`src/hsfc_pkg.sv`:
```
// shared types, constants and reset values for the humidity sensor frame checker
package hsfc_pkg;

  // crc-8 over each 16-bit word, msb first
  localparam logic [7:0] CRC_POLY = 8'h31;
  localparam logic [7:0] CRC_INIT = 8'hFF;

  // conversion constants
  localparam int TEMP_SPAN  = 17500;
  localparam int TEMP_OFS   = 4500;
  localparam int HUMID_SPAN = 12500;
  localparam int HUMID_OFS  = 600;
  localparam int HUMID_MAX  = 10000;

  // field widths
  localparam int TEMP_W   = 15;
  localparam int HUMID_W  = 14;
  localparam int STREAK_W = 8;
  localparam int COUNT_W  = 32;

  localparam logic [STREAK_W-1:0] STREAK_MAX = 8'd255;

  // configuration port
  localparam int CFG_IDX_W  = 1;
  localparam int CFG_DATA_W = 14;
  localparam logic [CFG_IDX_W-1:0] CFG_HUMID_TRIGGER = 1'd0;
  localparam logic [CFG_IDX_W-1:0] CFG_STREAK_NEEDED = 1'd1;
  localparam logic [HUMID_W-1:0]  HUMID_TRIGGER_RST = 14'd9800;
  localparam logic [STREAK_W-1:0] STREAK_NEEDED_RST = 8'd3;

  // default depth of the queue between front and back
  localparam int QUEUE_DEPTH_DEF = 2;

  // item class decided by the front
  typedef enum logic [1:0] {
    CLS_FRAME = 2'd0,
    CLS_BAD   = 2'd1,
    CLS_HEAT  = 2'd2
  } cls_t;

  // queued job
  typedef struct packed {
    cls_t        cls;
    logic [15:0] traw;
    logic [15:0] hraw;
    logic        wok;
  } job_t;

endpackage

```
`src/hsfc_out_if.sv`:
```
// result channel interface: one result per accepted item
interface hsfc_out_if;
  logic                               valid;
  logic                               ready;
  logic                               status;
  logic                               reading_valid;
  logic signed [hsfc_pkg::TEMP_W-1:0] temperature_c100;
  logic [hsfc_pkg::HUMID_W-1:0]       humidity_p100;
  logic                               heater_fired;
  logic [hsfc_pkg::STREAK_W-1:0]      streak_now;
  logic [hsfc_pkg::COUNT_W-1:0]       crc_failure_total;

  modport source (
    output valid, status, reading_valid, temperature_c100, humidity_p100,
           heater_fired, streak_now, crc_failure_total,
    input  ready
  );

  modport sink (
    input  valid, status, reading_valid, temperature_c100, humidity_p100,
           heater_fired, streak_now, crc_failure_total,
    output ready
  );
endinterface

```
`src/hsfc_back.sv`:
```
// back end: unit conversion, streak and failure counting, heater service, result register
module hsfc_back (
  input  logic                             clk,
  input  logic                             rst_n,
  input  logic                             pop_vld,
  output logic                             pop_rdy,
  input  hsfc_pkg::job_t                   pop_job,
  input  logic                             cfg_we,
  input  logic [hsfc_pkg::CFG_IDX_W-1:0]   cfg_index,
  input  logic [hsfc_pkg::CFG_DATA_W-1:0]  cfg_data,
  hsfc_out_if.source                       out_ch
);

  localparam int TW = hsfc_pkg::TEMP_W;
  localparam int HW = hsfc_pkg::HUMID_W;
  localparam int SW = hsfc_pkg::STREAK_W;
  localparam int CW = hsfc_pkg::COUNT_W;

  // multiply stage
  logic           m_vld_r;
  hsfc_pkg::cls_t m_cls_r;
  logic [30:0]    m_tprod_r;
  logic [29:0]    m_hprod_r;
  logic           m_wok_r;
  logic           m_adv;

  // divide and clamp stage
  logic           d_vld_r;
  hsfc_pkg::cls_t d_cls_r;
  logic [TW-1:0]  d_temp_r;
  logic [HW-1:0]  d_humid_r;
  logic           d_wok_r;
  logic           d_adv;

  // state, configuration and result registers
  logic [SW-1:0]  streak_r, streak_nxt;
  logic [CW-1:0]  fail_cnt_r, fail_cnt_nxt;
  logic [HW-1:0]  humid_trig_r;
  logic [SW-1:0]  streak_need_r;
  logic           out_vld_r;
  logic           status_r, status_nxt;
  logic           rvalid_r, rvalid_nxt;
  logic [TW-1:0]  temp_r, temp_nxt;
  logic [HW-1:0]  humid_r, humid_nxt;
  logic           fired_r, fired_nxt;

  // conversion datapath
  logic [31:0]    tsum;
  logic [15:0]    tq;
  logic [30:0]    hsum;
  logic [14:0]    hq;
  logic [14:0]    hdiff;
  logic [TW-1:0]  temp_conv;
  logic [HW-1:0]  humid_conv;

  // elastic handshake between stages
  assign d_adv   = d_vld_r && (!out_vld_r || out_ch.ready);
  assign m_adv   = m_vld_r && (!d_vld_r || d_adv);
  assign pop_rdy = !m_vld_r || m_adv;

  always_ff @(posedge clk) begin
    if (!rst_n) begin
      m_vld_r   <= 1'b0;
      d_vld_r   <= 1'b0;
      out_vld_r <= 1'b0;
    end else begin
      if (pop_rdy) begin
        m_vld_r <= pop_vld;
      end
      if (!d_vld_r || d_adv) begin
        d_vld_r <= m_vld_r;
      end
      if (!out_vld_r || out_ch.ready) begin
        out_vld_r <= d_vld_r;
      end
    end
  end

  // raw word times span
  always_ff @(posedge clk) begin
    if (pop_rdy && pop_vld) begin
      m_cls_r   <= pop_job.cls;
      m_tprod_r <= 31'(pop_job.traw) * 31'(hsfc_pkg::TEMP_SPAN);
      m_hprod_r <= 30'(pop_job.hraw) * 30'(hsfc_pkg::HUMID_SPAN);
      m_wok_r   <= pop_job.wok;
    end
  end

  // divide by 65535 as (p + (p >> 16) + 1) >> 16, exact for p below 2^32
  always_comb begin
    tsum      = 32'(m_tprod_r) + 32'(m_tprod_r >> 16) + 32'd1;
    tq        = tsum[31:16];
    temp_conv = TW'(tq - 16'(hsfc_pkg::TEMP_OFS));
    hsum      = 31'(m_hprod_r) + 31'(m_hprod_r >> 16) + 31'd1;
    hq        = hsum[30:16];
    hdiff     = hq - 15'(hsfc_pkg::HUMID_OFS);
    if (hq < 15'(hsfc_pkg::HUMID_OFS)) begin
      humid_conv = '0;
    end else if (hdiff > 15'(hsfc_pkg::HUMID_MAX)) begin
      humid_conv = HW'(hsfc_pkg::HUMID_MAX);
    end else begin
      humid_conv = hdiff[HW-1:0];
    end
  end

  always_ff @(posedge clk) begin
    if (m_adv) begin
      d_cls_r   <= m_cls_r;
      d_temp_r  <= temp_conv;
      d_humid_r <= humid_conv;
      d_wok_r   <= m_wok_r;
    end
  end

  // per-class result and state update
  always_comb begin
    streak_nxt   = streak_r;
    fail_cnt_nxt = fail_cnt_r;
    status_nxt   = 1'b0;
    rvalid_nxt   = 1'b0;
    temp_nxt     = '0;
    humid_nxt    = '0;
    fired_nxt    = 1'b0;
    unique case (d_cls_r)
      hsfc_pkg::CLS_HEAT: begin
        if (streak_r >= streak_need_r && d_wok_r) begin
          fired_nxt  = 1'b1;
          streak_nxt = '0;
        end
      end
      hsfc_pkg::CLS_BAD: begin
        status_nxt   = 1'b1;
        fail_cnt_nxt = fail_cnt_r + 1'b1;
      end
      hsfc_pkg::CLS_FRAME: begin
        rvalid_nxt = 1'b1;
        temp_nxt   = d_temp_r;
        humid_nxt  = d_humid_r;
        if (d_humid_r >= humid_trig_r) begin
          if (streak_r != hsfc_pkg::STREAK_MAX) begin
            streak_nxt = streak_r + 1'b1;
          end
        end else begin
          streak_nxt = '0;
        end
      end
      default: begin
      end
    endcase
  end

  // state and configuration registers
  always_ff @(posedge clk) begin
    if (!rst_n) begin
      streak_r      <= '0;
      fail_cnt_r    <= '0;
      humid_trig_r  <= hsfc_pkg::HUMID_TRIGGER_RST;
      streak_need_r <= hsfc_pkg::STREAK_NEEDED_RST;
    end else begin
      if (d_adv) begin
        streak_r   <= streak_nxt;
        fail_cnt_r <= fail_cnt_nxt;
      end
      if (cfg_we) begin
        unique case (cfg_index)
          hsfc_pkg::CFG_HUMID_TRIGGER: humid_trig_r  <= cfg_data[HW-1:0];
          hsfc_pkg::CFG_STREAK_NEEDED: streak_need_r <= cfg_data[SW-1:0];
        endcase
      end
    end
  end

  // result register
  always_ff @(posedge clk) begin
    if (d_adv) begin
      status_r <= status_nxt;
      rvalid_r <= rvalid_nxt;
      temp_r   <= temp_nxt;
      humid_r  <= humid_nxt;
      fired_r  <= fired_nxt;
    end
  end

  assign out_ch.valid             = out_vld_r;
  assign out_ch.status            = status_r;
  assign out_ch.reading_valid     = rvalid_r;
  assign out_ch.temperature_c100  = signed'(temp_r);
  assign out_ch.humidity_p100     = humid_r;
  assign out_ch.heater_fired      = fired_r;
  assign out_ch.streak_now        = streak_r;
  assign out_ch.crc_failure_total = fail_cnt_r;

`ifndef ASSERT_OFF
  // a fired heater leaves a cleared streak in the shown result
  a_fire_clears: assert property (@(posedge clk) disable iff (!rst_n)
    (out_vld_r && fired_r) |-> (streak_r == '0))
    else $error("heater fired but streak not cleared");

  // a crc failure never carries a reading or a firing
  a_bad_empty: assert property (@(posedge clk) disable iff (!rst_n)
    (out_vld_r && status_r) |-> (!rvalid_r && !fired_r && temp_r == '0 && humid_r == '0))
    else $error("crc failure result carries data");

  // failure count only steps by one, and only with a bad frame moving out
  a_cnt_step: assert property (@(posedge clk) disable iff (!rst_n)
    ($past(rst_n) && !$stable(fail_cnt_r)) |->
      (fail_cnt_r == $past(fail_cnt_r) + 1'b1 && $past(d_adv)
       && $past(d_cls_r) == hsfc_pkg::CLS_BAD))
    else $error("crc failure count changed unexpectedly");

  // a shown reading is always within the clamp range
  a_humid_range: assert property (@(posedge clk) disable iff (!rst_n)
    (out_vld_r && rvalid_r) |-> (humid_r <= HW'(hsfc_pkg::HUMID_MAX) && !status_r))
    else $error("reading out of range");
`endif

endmodule
```
`src/flat_wrapper.sv`:
```
// flat-port wrapper written by rule: the top's interface ports become plain ports
module hsfc_back_flat 
  (clk, rst_n, pop_vld, pop_rdy, pop_job, cfg_we, cfg_index, cfg_data, out_ch_valid, out_ch_status, out_ch_reading_valid, out_ch_temperature_c100, out_ch_humidity_p100, out_ch_heater_fired, out_ch_streak_now, out_ch_crc_failure_total, out_ch_ready);
  hsfc_out_if out_ch_i ();
  input  logic clk;
  input  logic rst_n;
  input  logic pop_vld;
  output logic pop_rdy;
  input  hsfc_pkg::job_t pop_job;
  input  logic cfg_we;
  input  logic [hsfc_pkg::CFG_IDX_W-1:0] cfg_index;
  input  logic [hsfc_pkg::CFG_DATA_W-1:0] cfg_data;
  output wire logic [$bits(out_ch_i.valid)-1:0] out_ch_valid;
  output wire logic [$bits(out_ch_i.status)-1:0] out_ch_status;
  output wire logic [$bits(out_ch_i.reading_valid)-1:0] out_ch_reading_valid;
  output wire logic [$bits(out_ch_i.temperature_c100)-1:0] out_ch_temperature_c100;
  output wire logic [$bits(out_ch_i.humidity_p100)-1:0] out_ch_humidity_p100;
  output wire logic [$bits(out_ch_i.heater_fired)-1:0] out_ch_heater_fired;
  output wire logic [$bits(out_ch_i.streak_now)-1:0] out_ch_streak_now;
  output wire logic [$bits(out_ch_i.crc_failure_total)-1:0] out_ch_crc_failure_total;
  input wire logic [$bits(out_ch_i.ready)-1:0] out_ch_ready;
  assign out_ch_valid = out_ch_i.valid;
  assign out_ch_status = out_ch_i.status;
  assign out_ch_reading_valid = out_ch_i.reading_valid;
  assign out_ch_temperature_c100 = out_ch_i.temperature_c100;
  assign out_ch_humidity_p100 = out_ch_i.humidity_p100;
  assign out_ch_heater_fired = out_ch_i.heater_fired;
  assign out_ch_streak_now = out_ch_i.streak_now;
  assign out_ch_crc_failure_total = out_ch_i.crc_failure_total;
  assign out_ch_i.ready = out_ch_ready;
  hsfc_back u_core (.clk(clk), .rst_n(rst_n), .pop_vld(pop_vld), .pop_rdy(pop_rdy), .pop_job(pop_job), .cfg_we(cfg_we), .cfg_index(cfg_index), .cfg_data(cfg_data), .out_ch(out_ch_i));
endmodule
```
`config.mk`:
```
export PLATFORM = sky130hd
export DESIGN_NAME = hsfc_back_flat
export DESIGN_NICKNAME = d
export VERILOG_FILES = /design/src/hsfc_pkg.sv /design/src/hsfc_out_if.sv /design/src/hsfc_back.sv /design/src/flat_wrapper.sv
export SDC_FILE = /design/constraint.sdc
export NUM_CORES = 1
export LEC_CHECK = 0
export BUFFER_PORTS_ARGS = -buffer_cell sky130_fd_sc_hd__buf_4
export CORE_UTILIZATION = 62
export CTS_CLUSTER_SIZE = 28
export DETAILED_ROUTE_END_ITERATION = 8
export PLACE_DENSITY = 0.84
export SLEW_MARGIN = 20
export SYNTH_ARGS = -nofsm -noshare
export SYNTH_HDL_FRONTEND = slang
export SYNTH_SLANG_ARGS = --single-unit
export TNS_END_PERCENT = 50
```
`constraint.sdc`:
```
create_clock -name clk -period 7 [get_ports clk]
set_input_delay 1.05 -clock clk [delete_from_list [all_inputs] [get_ports clk]]
set_output_delay 1.05 -clock clk [all_outputs]
set_load 0.005 [all_outputs]
```
==> metrics.md <==
| Metric | Value |
|---|---|
| CTS buffer count | 17 |
| Largest net degree at the start of global routing | 63 |
| Period utilization | 80.64% |
| CTS tree | yes |
| Final setup viols | 0 |
| DRT Wirelength | a little over 30 mm |
| Remaining antenna violation count | 0 |
| Post-CTS setup buffers | 0 |
| TNS Setup | 0 ns |
| Multi-input gate area | ~9000 um2 |
| Leading post-synthesis cells by cell area | edfxtp_1, ha_1, fa_1 |
| Register area | approximately 5000 um2 |
| Wire length per cell | between 15 and 20 um |
| Final worst-path setup slack | roughly 1.4 ns |
| Total power | around 0.0056 W |
| Crit-path leading delay family | adder cells |
| Syn Inst Count | between 1k and 1.5k |
| Fin. max-slew vios | 0 |
| All-Layer GR Usage | about 25% |
| P per Cell Area | approximately 330 nW/um2 |
| Maximum vdd drop | 0.2152 mV |
| CTS-repair resized insts | 0 |
| Full die area | between 20,000 and 30,000 um2 |
| Vias in the first global route | approximately 11k |
| Detailed-route via count | between 10k and 15k |
| Sequential fraction of design power | 31.7% |
| Worst Hold Class | reg -> reg |
| Synth warn | 0 |
| Port Buffers | between 100 and 150 |
| Avg Inst Size Synth | approximately 10 um2 |
| Antenna violations before repair | 0 |
| List of most frequent post-synthesis cells | inv_1, ha_1, edfxtp_1 |
| Nature of the critical path startpoint | input port |
| Worst Path Buf+Inv | 3 |
| Worst-path maximum fanout | 4 |
| Slew headroom | around 33% |
| Die H | around 160 um |
| Util after Layout | approximately 70% |
| Fraction of layout cells with a size suffix above 1 | approximately an eighth |
| Post-CTS Hold Fix Bufs | 0 |
| Worst path max stage delay | ~0.56 ns |
| CP required | between 7 and 8 ns |
| Crit. End Element | flop |
| Top FF cell, synth | edfxtp_1 |
| Root Buffer | clkbuf_16 |
| Die W | about 160 um |
| Max Fclk | between 0.15 and 0.2 GHz |
| CTS H-tree depth | 4 |
| Yosys cell types | just over 70 |
| Post-synth ARST share | 0% |
| Final Hold Vio Count | 0 |
| 1st-iter DRT viols | roughly 720 |
| Layout fillers | 1,679 |
| Setup crit start | pop_job[9] |
| Sw frac | about two fifths |
| Clock power share | 16.9% |
| Number of flops mapped to enable cells by yosys | 124 |
| First-pass GRT wire length | ~50 mm |
| Reg2reg start | u_core.m_hprod_r[26] |
| Crit path kind | in -> reg |
| Post-route DRC | 0 |
| Clk pin slew, worst setup/hold paths | ~0.070 ns |
| Post-DP HPWL | about 25 mm |
| Logic pwr share | around half |
| #FFs+latches synth | about 190 |
| Overflow after GRT | 0 |
| Post-synthesis cell area | 15,220 um2 |
| Signal arrival time at the worst endpoint | a little under 6 ns |
| Placeable Area | 23,750 um2 |
| Critical path cell sequence | buf_4 > ha_1 > ha_1 > inv_1 > fa_1 > fa_1 > inv_1 > fa_1 > ha_1 > a21o_1 > a21oi_1 > a31oi_1 > o41ai_1 > o21ai_1 > or4_1 > a31o_1 > a21oi_1 > xnor2_1 |
| Maximum clock path buffer count | 2 |
| Unrepaired setup endpoints after global routing | no |
| Nets | 2,011 |
| Critical path's slowest cell | fa_1 |
| Vias per cell | roughly 5.5 |
| Pre-antenna DRT Iters | 5 |
| CTS sink count | between 150 and 200 |
| Least-Margin Pin Slew | ~1.0 ns |
| Ant diodes | 0 |
| Core Rows | 56 |
| Count leader, synth | inv_1 |
| Layout area overhead | 12.49% |
| Pre-CTS worst setup slack | ~0.97 ns |
| Cell-internal power | approximately 0.0034 W |
| Switching power | around 0.0022 W |
| Worst Hold Launch | u_core.m_wok_r |
| Area leader, netlist | edfxtp_1 |
| Pleak | about 8 nW |
| Num ports | ~130 |
| Syn Nets | 1,885 |
| Status | finished, final reports clean |
| Max-cap violations | 0 |
| Register area share after synthesis | about a third |
| Synth top area share | about 24% |
| Max Clock Skew | 0.01239 ns |
| Routability cong. | 0.9007 |
| Initial core utilization | roughly 64% |
| Min cycle time layout | 5.645 ns |
| Skew-Pair Late Insertion Delay | approximately 0.43 ns |
## power groups by stage
stage | clock network (W) | registers, W | logic (W)
final | 0.000945 | 0.00178 | 0.00289
after global routing | 0.00101 | 0.00180 | 0.00326
after CTS | 0.000956 | 0.00177 | 0.00287
after detailed placement | 0 | 0.00179 | 0.00284
after global placement | 0 | 0.00178 | 0.00268
after floorplan | 0 | 0.00170 | 0.00225
## layout by cell type, fill, tap and decap left out, types with 3 or more instances in the layout
cell,count
nand2_1,104
and4_1,7
buf_4,130
nor2_1,51
nand3_1,34
and3_1,13
inv_1,262
nand2b_1,14
a21boi_0,19
inv_8,3
fa_1,89
edfxtp_1,124
o211ai_1,11
a211oi_1,4
or3_1,6
o21ai_0,36
xor2_1,36
clkbuf_16,18
and2_1,63
xnor2_1,64
nand4_1,14
ha_1,250
nor2b_1,15
nor3_1,13
a21oi_1,62
o21ai_1,4
nor4_1,4
dfxtp_1,65
a21o_1,22
o21a_1,10
a31oi_1,6
o21bai_1,5
nand3b_1,3
or2_2,8
inv_6,4
## state kept, by name, summed over array words and instances (netlist names)
signal and flops:
u_core.m_wok_r 1, u_core.m_vld_r 1, u_core.d_vld_r 1, u_core.m_tprod_r 29
u_core.out_ch.valid 1, u_core.humid_trig_r 14, u_core.out_ch.heater_fired 1, u_core.out_ch.crc_failure_total 32
u_core.out_ch.streak_now 8, u_core.out_ch.temperature_c100 15, u_core.m_hprod_r 28, u_core.d_temp_r 15
u_core.streak_need_r 8, u_core.out_ch.status 1, u_core.d_humid_r 14, u_core.d_cls_r 2
u_core.out_ch.humidity_p100 14, u_core.out_ch.reading_valid 1, u_core.m_cls_r 2, u_core.d_wok_r 1
## logic make-up after synthesis
| family | Yosys count | synth area share [%] |
|---|---|---|
| adders and majority gates | 340 | 32.33 |
| buffers and inverters | 285 | 7.087 |
| DFF | 189 | 33.02 |
| muxes | 1 | 0.06578 |
| xor gates and xnor gates | 100 | 5.755 |
| and+or+nand+nor | 362 | 12.27 |
| AOI/OAI and AO/OA | 214 | 9.472 |
## metrics by stage
stage,hold WS (ns),area (um2),instances
global route,0.4456,17120,1949
finish,0.4224,17120,1949
global placement,0.4054,16530,1917
detailed placement,0.4136,16530,1917
CTS,0.4244,17120,1949
floorplan,0.4003,15220,1491
## layer usage
metal	routed length, um	global-route usage, %	vias up	part of all wire (%)
met5	0	0	-	0
li1	-	-	5276	-
met1	13710	32.85	5124	45
met2	14500	43.48	340	47
met3	1605	3.811	63	5.3
met4	720	9.295	0	2.4
## final cells by class
cell class / count / share of cell area [%]
Clock buffer: 19 / 2.712
Clock inverter: 13 / 0.7017
Inverter: 262 / 5.745
Timing Repair Buffer: 130 / 5.701
Sequential cell: 189 / 29.35
Multi-Input combinational cell: 1017 / 53.46
Tap cell: 319 / 2.332
## path summary, 6_finish.rpt
kind / endpoint / slack (ns) / cells past startpoint
worst max-delay path: u_core.m_hprod_r[28] / 1.36 / 18
worst min-delay path: u_core.d_wok_r / 0.42 / 0
worst max register to register: u_core.d_humid_r[1] / 2.00 / 16
worst min register to register: u_core.d_wok_r / 0.42 / 0
Power figures use the tool's default switching activity.
